**src/rtl/core/bged_pkg.sv**
```systemverilog
`timescale 1ns / 1ps
// ----------------------------------------------------------------------------
// Binary gradient edge detector package
// Shared codes, reset values, arithmetic constants and types of the detector.
// ----------------------------------------------------------------------------
package bged_pkg;

    localparam int CFG_IDX_W  = 3;
    localparam int CFG_DATA_W = 13;

    localparam logic [CFG_IDX_W-1:0] CFG_COLOR_MODE     = 3'd0;
    localparam logic [CFG_IDX_W-1:0] CFG_FRAME_WIDTH    = 3'd1;
    localparam logic [CFG_IDX_W-1:0] CFG_FRAME_HEIGHT   = 3'd2;
    localparam logic [CFG_IDX_W-1:0] CFG_BIN_THRESHOLD  = 3'd3;
    localparam logic [CFG_IDX_W-1:0] CFG_EDGE_THRESHOLD = 3'd4;

    localparam logic        COLOR_MODE_RST     = 1'b1;
    localparam logic [11:0] FRAME_WIDTH_RST    = 12'd640;
    localparam logic [12:0] FRAME_HEIGHT_RST   = 13'd480;
    localparam logic [7:0]  BIN_THRESHOLD_RST  = 8'd127;
    localparam logic [8:0]  EDGE_THRESHOLD_RST = 9'd15;

    localparam int LUMA_W = 24;
    localparam logic [LUMA_W-1:0] LUMA_WR = 24'd13933;
    localparam logic [LUMA_W-1:0] LUMA_WG = 24'd46871;
    localparam logic [LUMA_W-1:0] LUMA_WB = 24'd4732;

    localparam logic [7:0] GRAD_FULL = 8'd255;
    localparam logic [7:0] GRAD_HALF = 8'd127;
    localparam logic [7:0] GRAD_NONE = 8'd0;
    localparam logic [7:0] EDGE_ON   = 8'd255;
    localparam logic [7:0] EDGE_OFF  = 8'd0;

    localparam int MAG_SQ_W = 19;

    localparam int QUEUE_DEPTH = 4;
    localparam int QUEUE_AW    = 2;
    localparam int QUEUE_CW    = 3;

    typedef enum logic {
        REQ_PIXEL = 1'b0,
        REQ_DRAIN = 1'b1
    } t_req_type;

    typedef struct packed {
        logic older;
        logic newer;
    } t_lb_entry;

    typedef struct packed {
        logic older_a;
        logic newer_a;
        logic newer_b;
    } t_lb_rd;

    typedef struct packed {
        logic [7:0] edge_value;
        logic       last_of_frame;
    } t_result;

endpackage

```
**src/rtl/core/bged_if.sv**
```systemverilog


interface bged_res_if;
    logic       valid;
    logic       ready;
    logic [7:0] edge_value;
    logic       last_of_frame;

    modport source (output valid, output edge_value, output last_of_frame,
                    input ready);
    modport sink   (input valid, input edge_value, input last_of_frame,
                    output ready);
endinterface


```
**src/rtl/core/bged_out_queue.sv**
```systemverilog
`timescale 1ns / 1ps
// ----------------------------------------------------------------------------
// Binary gradient edge detector result queue
// Small register queue that decouples the pipeline from the result sink.
// ----------------------------------------------------------------------------
module bged_out_queue
    import bged_pkg::*;
(
    input  logic                i_clk,
    input  logic                i_rst_n,
    input  logic                i_push,
    input  t_result             i_push_data,
    output logic [QUEUE_CW-1:0] o_count,
    bged_res_if.source          o_res
);

    t_result             r_mem [QUEUE_DEPTH];
    logic [QUEUE_AW-1:0] r_wr_ptr;
    logic [QUEUE_AW-1:0] r_rd_ptr;
    logic [QUEUE_CW-1:0] r_count;
    logic                w_pop;

    assign o_res.valid         = (r_count != '0);
    assign o_res.edge_value    = r_mem[r_rd_ptr].edge_value;
    assign o_res.last_of_frame = r_mem[r_rd_ptr].last_of_frame;
    assign w_pop               = o_res.valid && o_res.ready;
    assign o_count             = r_count;

    always_ff @(posedge i_clk) begin
        if (!i_rst_n) begin
            r_wr_ptr <= '0;
            r_rd_ptr <= '0;
            r_count  <= '0;
        end else begin
            if (i_push) begin
                r_wr_ptr <= r_wr_ptr + QUEUE_AW'(1);
            end
            if (w_pop) begin
                r_rd_ptr <= r_rd_ptr + QUEUE_AW'(1);
            end
            case ({i_push, w_pop})
                2'b10:   r_count <= r_count + QUEUE_CW'(1);
                2'b01:   r_count <= r_count - QUEUE_CW'(1);
                default: r_count <= r_count;
            endcase
        end
    end

    always_ff @(posedge i_clk) begin
        if (i_push) begin
            r_mem[r_wr_ptr] <= i_push_data;
        end
    end

endmodule

```
**src/flat_wrapper.sv**
```systemverilog
// flat-port wrapper written by rule: the top's interface ports become plain ports
module bged_out_queue_flat import bged_pkg::*;
  (i_clk, i_rst_n, i_push, i_push_data, o_count, o_res_valid, o_res_edge_value, o_res_last_of_frame, o_res_ready);
  bged_res_if o_res_i ();
  input  logic i_clk;
  input  logic i_rst_n;
  input  logic i_push;
  input  t_result i_push_data;
  output logic [QUEUE_CW-1:0] o_count;
  output wire logic [$bits(o_res_i.valid)-1:0] o_res_valid;
  output wire logic [$bits(o_res_i.edge_value)-1:0] o_res_edge_value;
  output wire logic [$bits(o_res_i.last_of_frame)-1:0] o_res_last_of_frame;
  input wire logic [$bits(o_res_i.ready)-1:0] o_res_ready;
  assign o_res_valid = o_res_i.valid;
  assign o_res_edge_value = o_res_i.edge_value;
  assign o_res_last_of_frame = o_res_i.last_of_frame;
  assign o_res_i.ready = o_res_ready;
  bged_out_queue u_core (.i_clk(i_clk), .i_rst_n(i_rst_n), .i_push(i_push), .i_push_data(i_push_data), .o_count(o_count), .o_res(o_res_i));
endmodule
```
**config.mk**
```make
export PLATFORM = sky130hd
export DESIGN_NAME = bged_out_queue_flat
export DESIGN_NICKNAME = d
export VERILOG_FILES = /design/src/rtl/core/bged_pkg.sv /design/src/rtl/core/bged_if.sv /design/src/rtl/core/bged_out_queue.sv /design/src/flat_wrapper.sv
export SDC_FILE = /design/constraint.sdc
export NUM_CORES = 1
export LEC_CHECK = 0
export BUFFER_PORTS_ARGS = -buffer_cell sky130_fd_sc_hd__buf_2
export CAP_MARGIN = 20
export CELL_PAD_IN_SITES_DETAIL_PLACEMENT = 0
export CELL_PAD_IN_SITES_GLOBAL_PLACEMENT = 1
export CORE_AREA = 2 2 68 70
export CTS_BUF_LIST = sky130_fd_sc_hd__clkbuf_16
export CTS_CLUSTER_DIAMETER = 100
export CTS_CLUSTER_SIZE = 28
export DETAILED_ROUTE_END_ITERATION = 8
export DIE_AREA = 0 0 70 72
export PLACE_DENSITY_LB_ADDON = 0.12
export SYNTH_ARGS = -nofsm -noshare
export SYNTH_HDL_FRONTEND = slang
export SYNTH_SLANG_ARGS = --single-unit
```
**constraint.sdc**
```tcl
create_clock -name i_clk -period 1.9 [get_ports i_clk]
set_input_delay 0.19 -clock i_clk [delete_from_list [all_inputs] [get_ports i_clk]]
set_output_delay 0.19 -clock i_clk [all_outputs]
set_load 0.02 [all_outputs]
```
==> metrics.cfg, run 1 <==
[worst_setup_path]
cp_data_required_time_ns = 2.11
cpMaxStageDelayCell = dfxtp_4
startpoint_type = flop
path_buf_inv = 1
end_kind = flop
critical-path-max-stage-delay_ns = 0.38
arrival_ns = 2.03
crit_chain = o31a_4, ha_2, inv_1, fa_1, xor2_1, or3_1, a21boi_1
cp_top_family = adder cells
cp_max_fo = 6
critPathKind = reg -> reg

[cts]
path_clk_slew_ns = 0.06
clkLatencyLatePin_ns = 0.28
cts_made_buffers = 5
cts_hold_buf = 0
clock_path_buffers = 2
root_buffer = clkbuf_16
clock-sinks = 45
cts.htree.levels = 2
cts_tree = built

[timing]
setup_tns_ns = 0
layout_setup_ws_ns = 0.0740
fmax_mhz = 548
drv_slew = 0
tightest_slew_ns = 0.498
max_slew_margin = 0.668
fin_crit_ns = 1.83
hold_ws_ns = 0.122
period_share = 0.961
setup_viol = 0
finalClockSkew_ns = 0.00453
rsz0062_at_grt = no
hold_viol_final = 0

[floorplanning]
chipWidth_um = 70
die_area_um2 = 5040
core_um2 = 4260
top_level_ports = 26
row_count = 24
die_y_um = 72
start_util = 0.415

[yosys]
ys_ff_latch = 45
seq_area_frac_synth = 0.713
yosysMostFrequentCell = edfxtp_1
synthCells = 93
synth_flop_cell = edfxtp_1
ys_top_cells_by_area = edfxtp_1 61%, mux4_2 11%, dfxtp_1 10%
synth_nets = 112
ys_async_sr_fraction = 0
syn-cell-area_um2 = 1770
synth-edff-count = 36
synth_top_cell_area_share = 0.611
yosys-top-cells-count = 36 x edfxtp_1, 9 x dfxtp_1, 9 x mux4_2
yosysTopAreaCell = edfxtp_1
syn_avg_cell_area_um2 = 19.0
synth.distinct_cells = 20
yosysWarnings = 0

[drt]
num_vias = 859
detail-route-antenna-nets = 0
drc = 0
vias_per_cell = 4.83
drt_iter0_markers = 53
wl_per_cell_um = 15.1
drt-pass1-iter-count = 4
wirelength_um = 2700

[grt]
grt_max_degree = 14
antenna_found_initial = 0
grt_overflow = 0
grt_pass1_wl_um = 4340
grt_pass1_vias = 866
grt_usage = 0.120

[finish]
n_fill_cell = 374
final-instance-count-excl-fill = 178
drive_above_1_share = 0.389
syn2layout_area_growth_pct = 21.1
nets = 144
insertedDiodeCount = 0
fin_area_um2 = 2140
fin_util = 0.502

[placement]
gp_congestion = 0.697
dpl.hpwl_um = 1850
io_buffers = 25
place_area_um2 = 1950
dpl.cell_count = 169
pre_cts_slack_ns = 0.0481

[pwr]
ir_drop_mv = 0.688
pwr_density_cell_nw_per_um2 = 1340
power_mw = 2.86
p_leak_nw = 0.770

[min_path]
hp-class = in -> reg

[run_status]
run_status = finished clean

[job]
drv_cap = 0

-- path summary, 6_finish.rpt --
kind | startpoint | end | slack (ns) | cells past startpoint
hold reg to reg | u_core.o_count[2] | u_core.o_count[2] | 0.53 | 2
hold / removal | i_push_data[0] | u_core.r_mem[0][0] | 0.12 | 1
setup / recovery | u_core.o_count[2] | u_core.o_count[2] | 0.07 | 7
setup reg to reg | u_core.o_count[2] | u_core.o_count[2] | 0.07 | 7
-- state kept, by name, summed over array words and instances (netlist names), named ones only --
register / cells
u_core.r_wr_ptr: 2
u_core.r_rd_ptr: 2
u_core.o_count: 3
u_core.r_mem: 36
-- where the power goes --
part           switching (mW)  internal (mW)
clock network           0.323          0.610
logic                   0.359          0.326
registers              0.0745           1.17
total                   0.757           2.11
-- metal layers --
| layer | up-vias | GRT usage | share of wire |
|---|---|---|---|
| met2 | 21 | 0.206 | 0.51 |
| met1 | 415 | 0.134 | 0.43 |
| met4 | 0 | 0.0513 | 0.020 |
| met5 | - | 0 | 0 |
| met3 | 7 | 0.0472 | 0.046 |
| li1 | 416 | - | - |
-- placed cells by master, fill, tap and decap left out, types with 2 or more instances in the layout --
cell type,n
xor2_1,2
xnor2_1,3
inv_1,7
dfxtp_1,6
nor2b_1,3
clkbuf_16,5
buf_4,2
ha_1,4
o21ai_0,2
dfxtp_4,3
edfxtp_1,36
and2_1,8
buf_2,25
mux4_2,9
-- cell families after synthesis --
kind of cell             after synthesis  share of synthesized area
flip-flops                            45                      0.713
adder cells (fa/ha/maj)                6                     0.0467
multiplexers                          10                      0.120
AO/OA/AOI/OAI                          5                     0.0248
buffers and inverters                  8                     0.0219
AND/OR/NAND/NOR                       14                     0.0488
XOR/XNOR                               5                     0.0248
-- layout make-up --
type	count	area (um^2)	share of cell area
clock inverter	3	37.5	0.0175
clock buffer	5	125	0.0584
sequential	45	1270	0.594
multi-input combinational	40	479	0.224
tap	52	65.1	0.0304
inverter	6	22.5	0.0105
timing repair buffer	27	140	0.0654
-- worst register-to-register path, stage by stage (launching register included) --
cell,delay (ns)
dfxtp_4,0.38
o31a_4,0.16
ha_2,0.17
inv_1,0.05
fa_1,0.37
xor2_1,0.16
or3_1,0.32
a21boi_1,0.15
-- timing repair --
action / 4_1_cts / 5_1_grt
gates resized for setup: 0 / 5
hold endpoints to repair: 0 / 0
buffers inserted: 0 / 1
endpoints found under the setup margin: 0 / 1
Note: power is estimated with default switching activity, not from simulation.
==> run 2, diff against run 1 <==
CTS_BUF_LIST = unset   (was sky130_fd_sc_hd__clkbuf_16)
==> metrics.cfg, run 2 (same netlist as run 1, synthesis figures left out) <==
[run_status]
run_status = finished clean

[worst_setup_path]
r2r_setup_slack_ns = 0.07
worstReg2RegStart = u_core.o_count[0]
startpoint_type = flop
crit_chain = o31a_4, ha_2, inv_1, fa_1, xor2_1, or3_1, a21boi_1
cp_max_fo = 6
critical-path-max-stage-delay_ns = 0.39
cp_top_family = adder cells
reg2reg_depth = 7
path_buf_inv = 1
arrival_ns = 2.05
cp_data_required_time_ns = 2.12
end_kind = flop
worstSetupStartpoint = u_core.o_count[0]
cpMaxStageDelayCell = dfxtp_4
timing.rr.end = u_core.o_count[2]
critPathKind = reg -> reg

[placement]
dpl.hpwl_um = 1850
io_buffers = 25
gp_congestion = 0.697
dpl.cell_count = 169
pre_cts_slack_ns = 0.0481
place_area_um2 = 1950

[timing]
hold_viol_final = 0
rsz0062_at_grt = no
setup_tns_ns = 0
setup_viol = 0
fin_crit_ns = 1.83
finalClockSkew_ns = 0.00670
max_slew_margin = 0.667
layout_setup_ws_ns = 0.0748
hold_ws_ns = 0.106
period_share = 0.961
drv_slew = 0
tightest_slew_ns = 0.499
fmax_mhz = 548

[min_path]
min_from = i_push_data[2]
hp-class = in -> reg
min_to = u_core.r_mem[0][2]
holdPathStages = 1

[floorplanning]
row_count = 24
core_um2 = 4260
start_util = 0.415
die_area_um2 = 5040
die_y_um = 72
chipWidth_um = 70
top_level_ports = 26

[finish]
syn2layout_area_growth_pct = 18.3
final_common_cell = edfxtp_1
final-instance-count-excl-fill = 179
largest_register = u_core.r_mem
drive_above_1_share = 0.394
fin_util = 0.491
layout_common_cells = 36 x edfxtp_1, 25 x buf_2, 9 x mux4_2
fin_area_um2 = 2090
insertedDiodeCount = 0
largest_reg_flops = 36
nets = 145

[cts]
clkLatencyLatePin_ns = 0.29
path_clk_slew_ns = 0.08
clock-sinks = 45
root_buffer = clkbuf_8
cts_made_buffers = 5
cts_tree = built
cts.htree.levels = 2
clock_path_buffers = 2

[drt]
drt_iter0_markers = 29
wl_per_cell_um = 15.4
vias_per_cell = 4.87
num_vias = 872
drt-pass1-iter-count = 3
wirelength_um = 2760
detail-route-antenna-nets = 0
drc = 0

[pwr]
pwr_density_cell_nw_per_um2 = 1260
switchingPower_mw = 0.739
p_leak_nw = 0.746
ir_drop_mv = 0.829
pwr-share-clk = 0.263
p_seq_frac = 0.472
power_mw = 2.63
power.share.combinational = 0.265
switching_share = 0.281
p_int_mw = 1.89

[grt]
grt_max_degree = 14
antenna_found_initial = 0
grt_usage = 0.121
grt_overflow = 0
grt_pass1_wl_um = 4350
grt_pass1_vias = 871

[job]
drv_cap = 0

[run 2: cell count changes in the layout (fill, tap and decap cells not counted)]
cell / previous run / this run
clkbuf_16: 5 / 0
inv_1: 7 / 6
clkbuf_1: 0 / 1
buf_4: 2 / 3
clkbuf_8: 0 / 5
[run 2: power groups by stage]
stage	Sequential [mW]	Combinational, mW	Clock (mW)
floorplan	1.26	0.469	0
detailed placement	1.26	0.673	0
finish	1.24	0.696	0.692
global route	1.25	0.761	0.761
CTS	1.23	0.675	0.712
global placement	1.25	0.668	0
[run 2: layout make-up]
class | count | area [um^2]
flip-flops and latches | 45 | 1270
inverters | 6 | 22.5
multi-input cells | 40 | 479
clock inverters | 2 | 33.8
clock buffers | 6 | 72.6
fillers | 381 | 2170
repair buffers | 28 | 148
well taps | 52 | 65.1
[run 2: worst max-delay path by stage]
stage                                    to  depth (start not counted)  slack, ns
final                     u_core.o_count[2]                          7       0.07
after global routing      u_core.o_count[2]                          7       0.02
after global placement    u_core.o_count[2]                          7       0.13
after detailed placement  u_core.o_count[2]                          7       0.05
after CTS                 u_core.o_count[2]                          7       0.03
after floorplan           u_core.o_count[2]                          7       0.09
[run 2: per-layer routing]
metal / up-vias / GRT usage / part of all wire
li1: 418 / - / -
met1: 427 / 0.134 / 0.43
met2: 21 / 0.207 / 0.50
met3: 6 / 0.0472 / 0.045
met4: 0 / 0.0577 / 0.023
met5: - / 0 / 0
[run 2: timing repair]
item	CTS	global route
hold buffers	0	0
endpoints found under the setup margin	0	1
setup buffers	0	2
resized for setup	0	5
==> run 3, diff against run 2 <==
BUFFER_PORTS_ARGS = -buffer_cell sky130_fd_sc_hd__clkbuf_2   (was -buffer_cell sky130_fd_sc_hd__buf_2)
CORE_AREA = 5 5 71 73   (was 2 2 68 70)
DIE_AREA = 0 0 76 78   (was 0 0 70 72)
==> metrics.cfg, run 3 (same netlist as run 1, synthesis figures left out) <==
[timing]
tightest_slew_ns = 0.509
drv_slew = 0
finalClockSkew_ns = 0.00773
period_share = 0.943
rsz0062_at_grt = no
setup_viol = 0
setup_tns_ns = 0
max_slew_margin = 0.661
fin_crit_ns = 1.79
hold_viol_final = 0
fmax_mhz = 558

[finish]
seqCellArea_um2 = 1270
drive_above_1_share = 0.414
fin_area_um2 = 2110
largest_register = u_core.r_mem
nets = 147
largest_reg_flops = 36
final_common_cell = edfxtp_1
syn2layout_area_growth_pct = 19.2
layout_common_cells = 36 x edfxtp_1, 25 x clkbuf_2, 9 x mux4_2
multi_input_area_um2 = 482
n_fill_cell = 367
insertedDiodeCount = 0

[drt]
detail-route-antenna-nets = 0
drc = 0
drt_iter0_markers = 51
num_vias = 880
drt-pass1-iter-count = 4
vias_per_cell = 4.89
wl_per_cell_um = 15.8
wirelength_um = 2850

[grt]
grt_pass1_wl_um = 4530
grt_overflow = 0
grt_usage = 0.0993
grt_max_degree = 14
grt_pass1_vias = 912
antenna_found_initial = 0

[cts]
path_clk_slew_ns = 0.08
cts_tree = built
clock-sinks = 45
cts.htree.levels = 2
root_buffer = clkbuf_8
cts_made_buffers = 5
clkLatencyLatePin_ns = 0.29
cts_hold_buf = 0
clock_path_buffers = 2

[pwr]
switching_share = 0.280
power.share.combinational = 0.279
p_leak_nw = 0.758
p_seq_frac = 0.465
ir_drop_mv = 0.694
p_int_mw = 1.91
pwr_density_cell_nw_per_um2 = 1250
switchingPower_mw = 0.740
pwr-share-clk = 0.256

[min_path]
holdPathStages = 1
min_from = i_push_data[4]
min_to = u_core.r_mem[0][4]
hp-class = in -> reg

[worst_setup_path]
startpoint_type = flop
cp_max_fo = 5
end_kind = flop
worstReg2RegStart = u_core.o_count[0]
timing.rr.end = u_core.o_count[2]
reg2reg_depth = 7
cp_data_required_time_ns = 2.12
critPathKind = reg -> reg
arrival_ns = 2.01
r2r_setup_slack_ns = 0.11

[floorplanning]
die_area_um2 = 5930
chipWidth_um = 76
start_util = 0.412
die_y_um = 78
top_level_ports = 26
core_um2 = 4290
row_count = 24

[placement]
place_area_um2 = 1950
dpl.hpwl_um = 1950
gp_congestion = 0.736
io_buffers = 25

[run_status]
run_status = finished clean

[job]
drv_cap = 0

[run 3: metal layers]
metal | track usage | wire length, um | up-vias
met5 | 0 | 0 | -
met2 | 0.165 | 1460 | 26
met4 | 0.0374 | 30 | 0
met1 | 0.114 | 1170 | 433
met3 | 0.0417 | 183 | 4
li1 | - | - | 417
[run 3: worst max-delay path by stage]
stage,cells past startpoint,start,endpoint
CTS,7,u_core.o_count[0],u_core.o_count[2]
detailed placement,7,u_core.o_count[0],u_core.o_count[2]
global route,7,u_core.o_count[2],u_core.o_count[2]
floorplan,7,u_core.o_count[0],u_core.o_count[2]
finish,7,u_core.o_count[0],u_core.o_count[2]
global placement,7,u_core.o_count[0],u_core.o_count[2]
[run 3: what timing repair did]
item	CTS	global route
setup endpoints to repair	0	1
resized for setup	0	5
buffers inserted	0	4
[run 3: worst max-delay path, stage by stage, from the launching register on]
cell	delay (ns)
dfxtp_4	0.37
o31a_2	0.19
ha_4	0.14
inv_1	0.05
fa_1	0.37
xor2_1	0.16
or3_1	0.31
a21boi_1	0.13
[run 3: per-stage QoR]
step / setup WS, ns / utilization / power (mW) / hold slack, ns / cells
floorplan: 0.0863 / - / 1.73 / 0.289 / 93
global placement: 0.130 / 0.455 / 1.92 / 0.404 / 169
detailed placement: 0.0394 / 0.455 / 1.93 / 0.413 / 169
CTS: 0.0169 / 0.479 / 2.60 / 0.108 / 176
global route: 0.0212 / 0.491 / 2.79 / 0.102 / 180
finish: 0.109 / 0.491 / 2.64 / 0.116 / 180
[run 3: cell type report]
type	count	area share
repair buffers	30	0.0772
well taps	52	0.0309
flip-flops and latches	45	0.604
multi-input cells	40	0.228
clock buffers	5	0.0326
clock inverters	2	0.0166
inverters	6	0.0107
[run 3: power by group through the flow]
stage / logic (mW) / clock network (mW) / registers (mW)
6_report: 0.737 / 0.677 / 1.23
5_1_grt: 0.812 / 0.734 / 1.24
4_1_cts: 0.674 / 0.697 / 1.23
2_1_floorplan: 0.469 / 0 / 1.26
3_5_place_dp: 0.672 / 0 / 1.26
3_3_place_gp: 0.672 / 0 / 1.25
